[src/sv/sbt_pkg.sv]
`default_nettype none

package sbt_pkg;

  // Table geometry and field widths
  localparam int unsigned ENTRIES_DEF = 16;
  localparam int unsigned ADDR_W      = 32;
  localparam int unsigned WORD_W      = 32;

  // Trap word after reset
  localparam logic [WORD_W-1:0] TRAP_RESET = 32'h7FE0_0008;

  // Request kinds
  typedef enum logic [1:0] {
    ACT_SET     = 2'd0,
    ACT_REMOVE  = 2'd1,
    ACT_ENABLE  = 2'd2,
    ACT_DISABLE = 2'd3
  } sbt_action_t;

  // Result status codes
  typedef enum logic [1:0] {
    STS_DONE    = 2'd0,
    STS_EXISTS  = 2'd1,
    STS_FULL    = 2'd2,
    STS_MISSING = 2'd3
  } sbt_status_t;

  // Sequencer states
  typedef enum logic [1:0] {
    ST_IDLE = 2'd0,
    ST_SCAN = 2'd1,
    ST_EXEC = 2'd2
  } sbt_state_t;

  // One table entry as stored in the RAM
  typedef struct packed {
    logic [ADDR_W-1:0] addr;
    logic [WORD_W-1:0] saved;
  } sbt_entry_t;

endpackage

`default_nettype wire

[src/sv/sbt_in_if.sv]
`default_nettype none

interface sbt_in_if;
  logic                         valid;
  logic                         ready;
  sbt_pkg::sbt_action_t         action;
  logic [sbt_pkg::ADDR_W-1:0]   address;
  logic [sbt_pkg::WORD_W-1:0]   current_word;

  modport source (output valid, action, address, current_word, input ready);
  modport sink   (input valid, action, address, current_word, output ready);
endinterface

`default_nettype wire

[src/sv/sbt_out_if.sv]
`default_nettype none

interface sbt_out_if;
  logic                         valid;
  logic                         ready;
  sbt_pkg::sbt_status_t         status;
  logic                         write_enable;
  logic [sbt_pkg::WORD_W-1:0]   write_word;
  logic                         invalidate;

  modport source (output valid, status, write_enable, write_word, invalidate, input ready);
  modport sink   (input valid, status, write_enable, write_word, invalidate, output ready);
endinterface

`default_nettype wire

[src/sv/sbt_ram.sv]
`default_nettype none

module sbt_ram #(
  parameter int unsigned WIDTH = 64,
  parameter int unsigned DEPTH = 16,
  localparam int unsigned AW   = (DEPTH > 1) ? $clog2(DEPTH) : 1
) (
  input  wire logic             clk,
  input  wire logic             we,
  input  wire logic [AW-1:0]    waddr,
  input  wire logic [WIDTH-1:0] wdata,
  input  wire logic             re,
  input  wire logic [AW-1:0]    raddr,
  output logic      [WIDTH-1:0] rdata
);

  logic [WIDTH-1:0] mem_r [DEPTH];

  // Write port
  always_ff @(posedge clk) begin
    if (we) begin
      mem_r[waddr] <= wdata;
    end
  end

  // Registered read port
  always_ff @(posedge clk) begin
    if (re) begin
      rdata <= mem_r[raddr];
    end
  end

endmodule

`default_nettype wire

[src/sv/software_breakpoint_table.sv]
// Each accepted request scans every table entry before its result beat is loaded.
// Requests are handled one at a time; the table scan reads one
//   entry per cycle through the single read port of the entry RAM.
// The block is busy from accept until its result is loaded into the output register.
// Reset (rst_n low, synchronous) clears all valid marks, the sequencer and the
//   output valid, and loads the trap word with 0x7FE00008; no clearing pass.
`default_nettype none

module software_breakpoint_table #(
  parameter int unsigned ENTRIES = sbt_pkg::ENTRIES_DEF
) (
  input  wire logic                       clk,
  input  wire logic                       rst_n,
  input  wire logic                       cfg_we,
  input  wire logic [sbt_pkg::WORD_W-1:0] cfg_wdata,
  sbt_in_if.sink                          in_chan,
  sbt_out_if.source                       out_chan
);

  localparam int unsigned IDX_W = (ENTRIES > 1) ? $clog2(ENTRIES) : 1;
  localparam int unsigned CNT_W = $clog2(ENTRIES + 1);
  localparam logic [IDX_W-1:0] LAST_IDX = IDX_W'(ENTRIES - 1);
  localparam logic [CNT_W-1:0] CNT_END  = CNT_W'(ENTRIES);

  sbt_pkg::sbt_state_t state_r, state_nxt;

  logic [sbt_pkg::WORD_W-1:0] trap_r;
  logic [ENTRIES-1:0]         valid_r;

  // Latched request
  sbt_pkg::sbt_action_t       act_r;
  logic [sbt_pkg::ADDR_W-1:0] addr_r;
  logic [sbt_pkg::WORD_W-1:0] cur_r;

  // Scan pointers and findings
  logic [CNT_W-1:0]           iss_r;
  logic                       cmp_vld_r;
  logic [IDX_W-1:0]           cmp_idx_r;
  logic                       hit_r;
  logic [IDX_W-1:0]           hit_idx_r;
  logic [sbt_pkg::WORD_W-1:0] hit_word_r;
  logic                       free_r;
  logic [IDX_W-1:0]           free_idx_r;

  // Output register
  logic                       out_valid_r;
  sbt_pkg::sbt_status_t       out_status_r;
  logic                       out_we_r;
  logic [sbt_pkg::WORD_W-1:0] out_word_r;
  logic                       out_inval_r;

  // Sequencer outputs
  logic in_ready;
  logic ram_re;
  logic exec_fire;
  logic slot_free;
  logic in_acc;
  logic scan_last;

  // RAM side
  sbt_pkg::sbt_entry_t ram_rdata;
  sbt_pkg::sbt_entry_t ram_wdata;
  logic                ram_we;

  // Result of the current request
  sbt_pkg::sbt_status_t       res_status;
  logic                       res_we;
  logic [sbt_pkg::WORD_W-1:0] res_word;
  logic                       res_inval;
  logic                       res_alloc;
  logic                       res_free;

  assign slot_free = !out_valid_r || out_chan.ready;
  assign in_acc    = in_chan.valid && in_ready;
  assign scan_last = cmp_vld_r && (cmp_idx_r == LAST_IDX);

  // Next state
  always_comb begin
    state_nxt = state_r;
    case (state_r)
      sbt_pkg::ST_IDLE: begin
        if (in_chan.valid) state_nxt = sbt_pkg::ST_SCAN;
      end
      sbt_pkg::ST_SCAN: begin
        if (scan_last) state_nxt = sbt_pkg::ST_EXEC;
      end
      sbt_pkg::ST_EXEC: begin
        if (slot_free) state_nxt = sbt_pkg::ST_IDLE;
      end
      default: state_nxt = sbt_pkg::ST_IDLE;
    endcase
  end

  // Sequencer outputs
  always_comb begin
    in_ready  = 1'b0;
    ram_re    = 1'b0;
    exec_fire = 1'b0;
    case (state_r)
      sbt_pkg::ST_IDLE: in_ready  = 1'b1;
      sbt_pkg::ST_SCAN: ram_re    = (iss_r < CNT_END);
      sbt_pkg::ST_EXEC: exec_fire = slot_free;
      default: ;
    endcase
  end

  assign in_chan.ready = in_ready;

  // Decide the result from the scan findings
  always_comb begin
    res_status = sbt_pkg::STS_DONE;
    res_we     = 1'b0;
    res_word   = '0;
    res_inval  = 1'b0;
    res_alloc  = 1'b0;
    res_free   = 1'b0;
    if (act_r == sbt_pkg::ACT_SET) begin
      if (hit_r) begin
        res_status = sbt_pkg::STS_EXISTS;
      end else if (!free_r) begin
        res_status = sbt_pkg::STS_FULL;
      end else begin
        res_we    = 1'b1;
        res_word  = trap_r;
        res_inval = 1'b1;
        res_alloc = 1'b1;
      end
    end else if (!hit_r) begin
      res_status = sbt_pkg::STS_MISSING;
    end else begin
      case (act_r)
        sbt_pkg::ACT_REMOVE: begin
          res_we    = 1'b1;
          res_word  = hit_word_r;
          res_inval = 1'b1;
          res_free  = 1'b1;
        end
        sbt_pkg::ACT_ENABLE: begin
          res_we   = 1'b1;
          res_word = trap_r;
        end
        default: begin
          res_we   = 1'b1;
          res_word = hit_word_r;
        end
      endcase
    end
  end

  assign ram_we         = exec_fire && res_alloc;
  assign ram_wdata.addr  = addr_r;
  assign ram_wdata.saved = cur_r;

  sbt_ram #(
    .WIDTH ($bits(sbt_pkg::sbt_entry_t)),
    .DEPTH (ENTRIES)
  ) u_ram (
    .clk   (clk),
    .we    (ram_we),
    .waddr (free_idx_r),
    .wdata (ram_wdata),
    .re    (ram_re),
    .raddr (iss_r[IDX_W-1:0]),
    .rdata (ram_rdata)
  );

  // Control state
  always_ff @(posedge clk) begin
    if (!rst_n) begin
      state_r     <= sbt_pkg::ST_IDLE;
      trap_r      <= sbt_pkg::TRAP_RESET;
      valid_r     <= '0;
      out_valid_r <= 1'b0;
      cmp_vld_r   <= 1'b0;
    end else begin
      state_r <= state_nxt;
      if (cfg_we) trap_r <= cfg_wdata;
      // the compare follows in the cycle after the read
      cmp_vld_r <= ram_re;
      if (exec_fire && res_alloc) valid_r[free_idx_r] <= 1'b1;
      if (exec_fire && res_free)  valid_r[hit_idx_r]  <= 1'b0;
      if (exec_fire)              out_valid_r <= 1'b1;
      else if (out_chan.ready)    out_valid_r <= 1'b0;
    end
  end

  // Request latch and scan bookkeeping
  always_ff @(posedge clk) begin
    if (in_acc) begin
      act_r  <= in_chan.action;
      addr_r <= in_chan.address;
      cur_r  <= in_chan.current_word;
      iss_r  <= '0;
      hit_r  <= 1'b0;
      free_r <= 1'b0;
    end else if (state_r == sbt_pkg::ST_SCAN) begin
      if (ram_re) iss_r <= iss_r + CNT_W'(1);
      cmp_idx_r <= iss_r[IDX_W-1:0];
      if (cmp_vld_r) begin
        // keep the first matching valid entry
        if (valid_r[cmp_idx_r] && (ram_rdata.addr == addr_r) && !hit_r) begin
          hit_r      <= 1'b1;
          hit_idx_r  <= cmp_idx_r;
          hit_word_r <= ram_rdata.saved;
        end
        // keep the lowest free entry
        if (!valid_r[cmp_idx_r] && !free_r) begin
          free_r     <= 1'b1;
          free_idx_r <= cmp_idx_r;
        end
      end
    end
  end

  // Output payload
  always_ff @(posedge clk) begin
    if (exec_fire) begin
      out_status_r <= res_status;
      out_we_r     <= res_we;
      out_word_r   <= res_word;
      out_inval_r  <= res_inval;
    end
  end

  assign out_chan.valid        = out_valid_r;
  assign out_chan.status       = out_status_r;
  assign out_chan.write_enable = out_we_r;
  assign out_chan.write_word   = out_word_r;
  assign out_chan.invalidate   = out_inval_r;

endmodule

`default_nettype wire

[src/flat_wrapper.sv]
// flat-port wrapper written by rule: the top's interface ports become plain ports
module software_breakpoint_table_flat 
#(
  parameter int unsigned ENTRIES = sbt_pkg::ENTRIES_DEF
)
  (clk, rst_n, cfg_we, cfg_wdata, in_chan_valid, in_chan_action, in_chan_address, in_chan_current_word, in_chan_ready, out_chan_valid, out_chan_status, out_chan_write_enable, out_chan_write_word, out_chan_invalidate, out_chan_ready);
  sbt_in_if in_chan_i ();
  sbt_out_if out_chan_i ();
  input  wire logic clk;
  input  wire logic rst_n;
  input  wire logic cfg_we;
  input  wire logic [sbt_pkg::WORD_W-1:0] cfg_wdata;
  input wire logic [$bits(in_chan_i.valid)-1:0] in_chan_valid;
  input wire logic [$bits(in_chan_i.action)-1:0] in_chan_action;
  input wire logic [$bits(in_chan_i.address)-1:0] in_chan_address;
  input wire logic [$bits(in_chan_i.current_word)-1:0] in_chan_current_word;
  output wire logic [$bits(in_chan_i.ready)-1:0] in_chan_ready;
  output wire logic [$bits(out_chan_i.valid)-1:0] out_chan_valid;
  output wire logic [$bits(out_chan_i.status)-1:0] out_chan_status;
  output wire logic [$bits(out_chan_i.write_enable)-1:0] out_chan_write_enable;
  output wire logic [$bits(out_chan_i.write_word)-1:0] out_chan_write_word;
  output wire logic [$bits(out_chan_i.invalidate)-1:0] out_chan_invalidate;
  input wire logic [$bits(out_chan_i.ready)-1:0] out_chan_ready;
  assign in_chan_i.valid = in_chan_valid;
  assign in_chan_i.action = in_chan_action;
  assign in_chan_i.address = in_chan_address;
  assign in_chan_i.current_word = in_chan_current_word;
  assign in_chan_ready = in_chan_i.ready;
  assign out_chan_valid = out_chan_i.valid;
  assign out_chan_status = out_chan_i.status;
  assign out_chan_write_enable = out_chan_i.write_enable;
  assign out_chan_write_word = out_chan_i.write_word;
  assign out_chan_invalidate = out_chan_i.invalidate;
  assign out_chan_i.ready = out_chan_ready;
  software_breakpoint_table #(.ENTRIES(ENTRIES)) u_core (.clk(clk), .rst_n(rst_n), .cfg_we(cfg_we), .cfg_wdata(cfg_wdata), .in_chan(in_chan_i), .out_chan(out_chan_i));
endmodule
[config.mk]
export PLATFORM = sky130hd
export DESIGN_NAME = software_breakpoint_table_flat
export DESIGN_NICKNAME = d
export VERILOG_FILES = /design/src/sv/sbt_pkg.sv /design/src/sv/sbt_in_if.sv /design/src/sv/sbt_out_if.sv /design/src/sv/sbt_ram.sv /design/src/sv/software_breakpoint_table.sv /design/src/flat_wrapper.sv
export SDC_FILE = /design/constraint.sdc
export NUM_CORES = 1
export LEC_CHECK = 0
export ABC_AREA = 1
export BUFFER_PORTS_ARGS = -buffer_cell sky130_fd_sc_hd__buf_2
export CAP_MARGIN = 30
export CELL_PAD_IN_SITES_DETAIL_PLACEMENT = 1
export CELL_PAD_IN_SITES_GLOBAL_PLACEMENT = 1
export CORE_AREA = 4 4 606 368
export DETAILED_ROUTE_END_ITERATION = 8
export DIE_AREA = 0 0 610 372
export GPL_TIMING_DRIVEN = 0
export PLACE_DENSITY = 0.51
export SETUP_SLACK_MARGIN = 0.1
export SYNTH_ARGS = -nofsm -noshare
export SYNTH_HDL_FRONTEND = slang
export SYNTH_HIERARCHICAL = 1
export SYNTH_SLANG_ARGS = --single-unit
[constraint.sdc]
create_clock -name clk -period 4.16 [get_ports clk]
set_clock_uncertainty 0.1 [all_clocks]
set_input_delay 0 -clock clk [delete_from_list [all_inputs] [get_ports clk]]
set_output_delay 0 -clock clk [all_outputs]
set_load 0.01 [all_outputs]
==> results.yml, run 1 <==
setup_path:
  critPathLaunchType: "flop"
  slowest_stage: "nor2_4"
  crit_path_cell_trace: "nor2_4, nand3_4, nor2_8, nand3b_1, nor2_4, buf_12, buf_12, buf_16"
  crit_path_end_kind: "flop"
  cp.arrival_ps: 3850
  r2r_cells: 8
  r2r_slack_ps: 680
  worstPathMaxFanout: 20
  rr_startpoint: "u_core/act_r[1]"
  crit_type: "flop to flop"
  required_ps: 4530
  critPathMaxStageDelay_ps: 820
  path_buf_inv: 3
  reg2reg_to: "u_core/u_ram/mem_r[5][22]"
  cp_top_family: "simple AND/OR/NAND/NOR gates"
cts:
  clk_pin_slew_ps: 60
  cts.sinks: 1293
  cts_tree: "yes"
  cts_buffers: 139
  clk_latency_ps: 780
  clockRootBuffer: "clkbuf_16"
  cts_max_path_buffers: 4
  cts_setup_buffers: 0
  cts_max_level: 4
timing:
  worst_slew_pin_slew_ps: 1030
  finalHoldViolCount: 0
  drv_slew: 0
  period_needed_ps: 3480
  rsz0062_at_grt: "false"
  fmax_mhz: 287
  final-setup-viol-count: 0
  period_share_pct: 83.7
  relSlewSlack_pct: 31.3
yosys:
  synthCells: 4978
  yosys.cell_types.count: 38
  yosysSeqAreaShare_pct: 70.7
  synth_edf_count: 1234
  async_reset_ff_share_pct: 0
  syn_nets: 5082
  synth_ff_type: "edfxtp_1"
  netlist_area_um2: 54100
  synth_area_per_cell_um2: 10.9
  yosysWarnings: 6
  yosys_register_bits: 1293
die:
  dieArea_um2: 227000
  io_pins: 141
  core_um2: 218000
  start_util_pct: 24.9
  die_h_um: 372
  die_w_um: 610
  rows: 133
final_layout:
  final_cell_mix: "1470 x nand2_1, 1234 x edfxtp_1, 892 x inv_1"
  drive_gt1_share_pct: 10.5
  finalNetCount: 5686
  utilization_pct: 30.6
  final_common_cell: "nand2_1"
  stdcell_count: 8575
  syn2layout_area_growth_pct: 23.1
drt:
  vias_per_cell: 4.52
  vias: 38777
  ant_nets: 0
  drt_wl_total_mm: 206
  dr.pass1.iters: 5
  drc: 0
  drtIter0Drc: 3877
  wl_per_cell_um: 24.0
global_route:
  grt_max_degree: 42
  grt_pass1_vias: 38452
  grt_pass1_wl_mm: 290
  antenna_found_initial: 17
  grt_use_total_pct: 17.8
  grt-ovfl-total: 0
min_path:
  hold_start: "rst_n"
  min_to: "u_core/valid_r[14]"
  hold_class: "input port to flop"
  min_path_cells: 4
power_and_ir_drop:
  vdd_drop_max_uv: 229
  leakagePower_uw: 0.0270
  power.density_nw_per_um2: 461
job:
  drv_cap: 0
placed_design:
  portBuffers: 139
  gp_congestion: 0.797
  dp.cells: 8085
  hpwl_mm: 141
outcome:
  status: "finished, final reports clean"
==> power by group <==
part / switching, uW / internal (uW) / leakage [uW]
clock: 5240 / 6720 / 0.00201
sequential: 290 / 14500 / 0.0117
combinational: 2860 / 1120 / 0.0134
total: 8390 / 22300 / 0.0270
==> worst reg2reg max path, stage by stage (launching register included) <==
cell	delay, ps
edfxtp_1	500
nor2_4	220
nand3_4	120
nor2_8	240
nand3b_1	380
nor2_4	820
buf_12	280
buf_12	230
buf_16	230
==> state kept, by name, summed over array words and instances (netlist names), 16 cells and up <==
name,cells
u_core/cur_r,32
u_core/valid_r,16
u_core/hit_word_r,32
u_core/trap_r,32
u_core/out_chan.write_word,32
u_core/u_ram/mem_r,1024
u_core/addr_r,32
u_core/u_ram/rdata,64
==> cells by family after synthesis <==
| family | share of synthesized area (%) |
|---|---|
| DFF | 70.7 |
| buffers and inverters | 8.87 |
| xor gates and xnor gates | 0.194 |
| adders and majority gates | 0.0231 |
| and+or+nand+nor | 18.8 |
| AOI/OAI and AO/OA | 1.45 |
==> metal layers <==
layer	vias up	part of all wire, %	GRT usage (%)
met4	4	1.6	3.31
met3	236	7.0	3.14
met5	-	0.013	0
li1	17480	-	-
met1	19892	52	28.6
met2	1165	39	24.6
==> how the worst max path moves through the flow <==
stage                     from                    endpoint  slack (ps)  depth (start not counted)
2_1_floorplan  u_core/act_r[1]   u_core/u_ram/mem_r[12][0]        -250                          5
3_3_place_gp   u_core/act_r[1]  u_core/u_ram/mem_r[12][31]       -5430                          5
3_5_place_dp   u_core/act_r[1]   u_core/u_ram/mem_r[5][22]         720                          8
4_1_cts        u_core/act_r[1]   u_core/u_ram/mem_r[5][21]         690                          8
5_1_grt        u_core/act_r[1]   u_core/u_ram/mem_r[5][30]         570                          8
6_report       u_core/act_r[1]   u_core/u_ram/mem_r[5][22]         680                          8
==> cell type report <==
cell class | count | area, um2
Fill cell | 24209 | 151000
Multi-Input combinational cell | 2554 | 11200
Timing Repair Buffer | 463 | 4590
Clock inverter | 46 | 400
Buffer | 234 | 1440
Sequential cell | 1293 | 38200
Antenna cell | 8 | 20.0
Clock buffer | 178 | 3720
Tap cell | 2902 | 3630
Inverter | 897 | 3370
==> Yosys cell counts, types with 6 or more instances <==
library cell | n | share of area [%]
buf_2 | 116 | 1.1
buf_4 | 19 | 0.26
o21ai_1 | 36 | 0.33
inv_1 | 894 | 6.2
clkbuf_1 | 38 | 0.26
o211a_1 | 6 | 0.11
buf_1 | 16 | 0.11
edfxtp_1 | 1234 | 68
xnor2_1 | 10 | 0.16
nand4_1 | 14 | 0.16
nor2_1 | 70 | 0.49
nand2_1 | 1470 | 10
dfxtp_1 | 59 | 2.2
o21ai_0 | 48 | 0.44
buf_6 | 45 | 0.94
a21oi_1 | 43 | 0.40
nand3_1 | 822 | 7.6
==> per-stage QoR <==
step / setup TNS (ps) / instance area [um2] / power (uW) / setup WS [ps] / hold slack, ps
3_3_place_gp: -5052630 / 58400 / 18700 / -5430 / 76.3
3_5_place_dp: 0 / 59900 / 18800 / 723 / 78.5
2_1_floorplan: -244830 / 54100 / 16800 / -252 / -1.13
4_1_cts: 0 / 66600 / 31000 / 687 / 130
5_1_grt: 0 / 66600 / 31900 / 574 / 170
6_report: 0 / 66600 / 30700 / 679 / 202
==> repair_timing <==
item	in CTS	in global routing
hold buffers	257	0
resized for setup	0	0
endpoints found under the hold margin	122	0
Power figures use the tool's default switching activity.
==> run 2, diff against run 1 <==
PLACE_DENSITY = 0.49   (was 0.51)
clock period = 3.5 ns   (was 4.16 ns; I/O delays follow)
==> run 2 against run 1 <==
Net effect: final area increased by 0.45%; core utilization increased by 0.14 points; register-to-register slack got worse by 440 ps; final cell count increased by 0.21%; global-route usage increased by 0.24 points; critical path depth unchanged; non-clock buffer count increased by 6; clock power increased by 21%.
==> results.yml, run 2 (synthesis results as in run 1) <==
power_and_ir_drop:
  switching_share_pct: 27.4
  p_total_uw: 36800
  combPwrFrac_pct: 12.9
  switching_power_uw: 10100
  internal_power_uw: 26700
  power.density_nw_per_um2: 550
  vdd_drop_max_uv: 355
  seqPwrFrac_pct: 47.7
  leakagePower_uw: 0.0272
  clkPwrFrac_pct: 39.4
timing:
  worst_slew_pin_slew_ps: 1110
  fin_ws_ps: 240
  relSlewSlack_pct: 26.1
  rsz0062_at_grt: "false"
  fmax_mhz: 307
  finalHoldViolCount: 0
  drv_slew: 0
  final-setup-viol-count: 0
  period_needed_ps: 3260
  period_share_pct: 93.1
min_path:
  hold_start: "rst_n"
  min_path_cells: 4
  min_to: "u_core/valid_r[14]"
  hold_class: "input port to flop"
cts:
  cts_tree: "yes"
  cts.sinks: 1293
  cts_max_level: 4
  cts_buffers: 141
  clk_latency_ps: 790
  cts_max_path_buffers: 4
  clockRootBuffer: "clkbuf_16"
  clk_pin_slew_ps: 60
setup_path:
  r2r_cells: 8
  crit_type: "flop to flop"
  cp_top_family: "simple AND/OR/NAND/NOR gates"
  path_buf_inv: 1
  reg2reg_to: "u_core/hit_word_r[15]"
  crit_path_end_kind: "flop"
  critPathMaxStageDelay_ps: 770
  rr_startpoint: "u_core/addr_r[8]"
  worstPathMaxFanout: 32
  required_ps: 3870
  crit_path_cell_trace: "xnor2_1, nand2_1, nor2_1, nand2_1, nor2_1, nand3_1, nor2_4, buf_12"
  critPathLaunchType: "flop"
  cp.arrival_ps: 3630
  r2r_slack_ps: 240
  slowest_stage: "xnor2_1"
placed_design:
  hpwl_mm: 143
  portBuffers: 139
  gp_congestion: 0.785
  pre_cts_ws_ps: 126
drt:
  drtIter0Drc: 3752
  wl_per_cell_um: 24.3
  dr.pass1.iters: 8
  drt_wl_total_mm: 209
  vias: 38612
  ant_nets: 0
  vias_per_cell: 4.49
  drc: 0
die:
  die_h_um: 372
  start_util_pct: 24.9
  io_pins: 141
  die_w_um: 610
  dieArea_um2: 227000
  rows: 133
  core_um2: 218000
final_layout:
  final_cell_mix: "1470 x nand2_1, 1234 x edfxtp_1, 892 x inv_1"
  nFillCells: 24205
  final_common_cell: "nand2_1"
  syn2layout_area_growth_pct: 23.7
  largest-register: "u_core/u_ram/mem_r"
  regArea_um2: 38200
  drive_gt1_share_pct: 10.9
  reg_top3: "u_core/u_ram/mem_r (1024), u_core/u_ram/rdata (64)"
  utilization_pct: 30.7
  finalNetCount: 5694
  largest_reg_flops: 1024
  multi_input_area_um2: 11200
global_route:
  grt-ovfl-total: 0
  grt_use_total_pct: 18.1
  grt_pass1_wl_mm: 291
  grt_pass1_vias: 37715
  antenna_found_initial: 18
  grt_max_degree: 37
job:
  drv_cap: 0
outcome:
  status: "finished, final reports clean"
run 2: cell count changes in the layout (fill, tap and decap cells not counted), moves of 2 or more:
cell        delta
xnor2_1        -2
xnor2_2        +2
clkinvlp_4     +3
buf_16         +5
diode_2        -3
clkinv_2       +7
clkbuf_8       +2
run 2: how the worst max path moves through the flow:
stage                       from                          to  slack (ps)  cells after the start
6_report        u_core/addr_r[8]       u_core/hit_word_r[15]         240                      8
2_1_floorplan    u_core/act_r[1]   u_core/u_ram/mem_r[12][0]        -910                      5
3_3_place_gp     u_core/act_r[1]  u_core/u_ram/mem_r[11][27]       -5960                      5
4_1_cts          u_core/act_r[1]  u_core/u_ram/mem_r[11][24]         180                      7
5_1_grt         u_core/addr_r[8]       u_core/hit_word_r[19]         110                      8
3_5_place_dp   u_core/addr_r[14]       u_core/hit_word_r[18]         130                      6
run 2: layout make-up:
class                   count  area share (%)
diodes                      5          0.0187
plain buffers             234            2.15
clock buffers             180            5.63
clock inverters            59           0.755
inverters                 897            5.04
multi-input cells        2554            16.8
flip-flops and latches   1293            57.1
well taps                2902            5.43
repair buffers            469            7.07
run 2: per-layer routing:
layer	track usage (%)	wire (um)	share of wire [%]
met5	0	27	0.013
met4	3.04	3220	1.5
met3	3.49	14900	7.2
met2	24.6	81600	39
met1	29.2	109000	52
run 2: repair_timing:
| item | 4_1_cts | 5_1_grt |
|---|---|---|
| endpoints found under the hold margin | 122 | 0 |
| setup buffers | 1 | 1 |
| endpoints found under the setup margin | 22 | 47 |
| hold buffers | 257 | 0 |
| pin swaps | 1 | 1 |
| gates resized for setup | 1 | 1 |
run 2: worst min-delay path, delay by kind of cell:
| kind | cells | cell delay [ps] |
|---|---|---|
| buf+inv | 2 | 790 |
| compound gates | 2 | 200 |
run 2: metrics by stage:
step	hold WS, ps	setup TNS, ps	instance area, um2	cells
2_1_floorplan	-1.13	-920670	54100	4978
3_3_place_gp	76.1	-5893570	58400	8019
3_5_place_dp	78.4	0	60000	8088
4_1_cts	93.4	0	66900	8585
5_1_grt	159	0	66900	8589
6_report	150	0	66900	8593
run 2: power groups by stage:
stage / sequential, uW / clock, uW / combinational (uW)
finish: 17500 / 14500 / 4760
global route: 17600 / 15600 / 5100
CTS: 17600 / 15000 / 4710
detailed placement: 17900 / 0 / 4450
global placement: 17900 / 0 / 4370
floorplan: 17700 / 0 / 2320
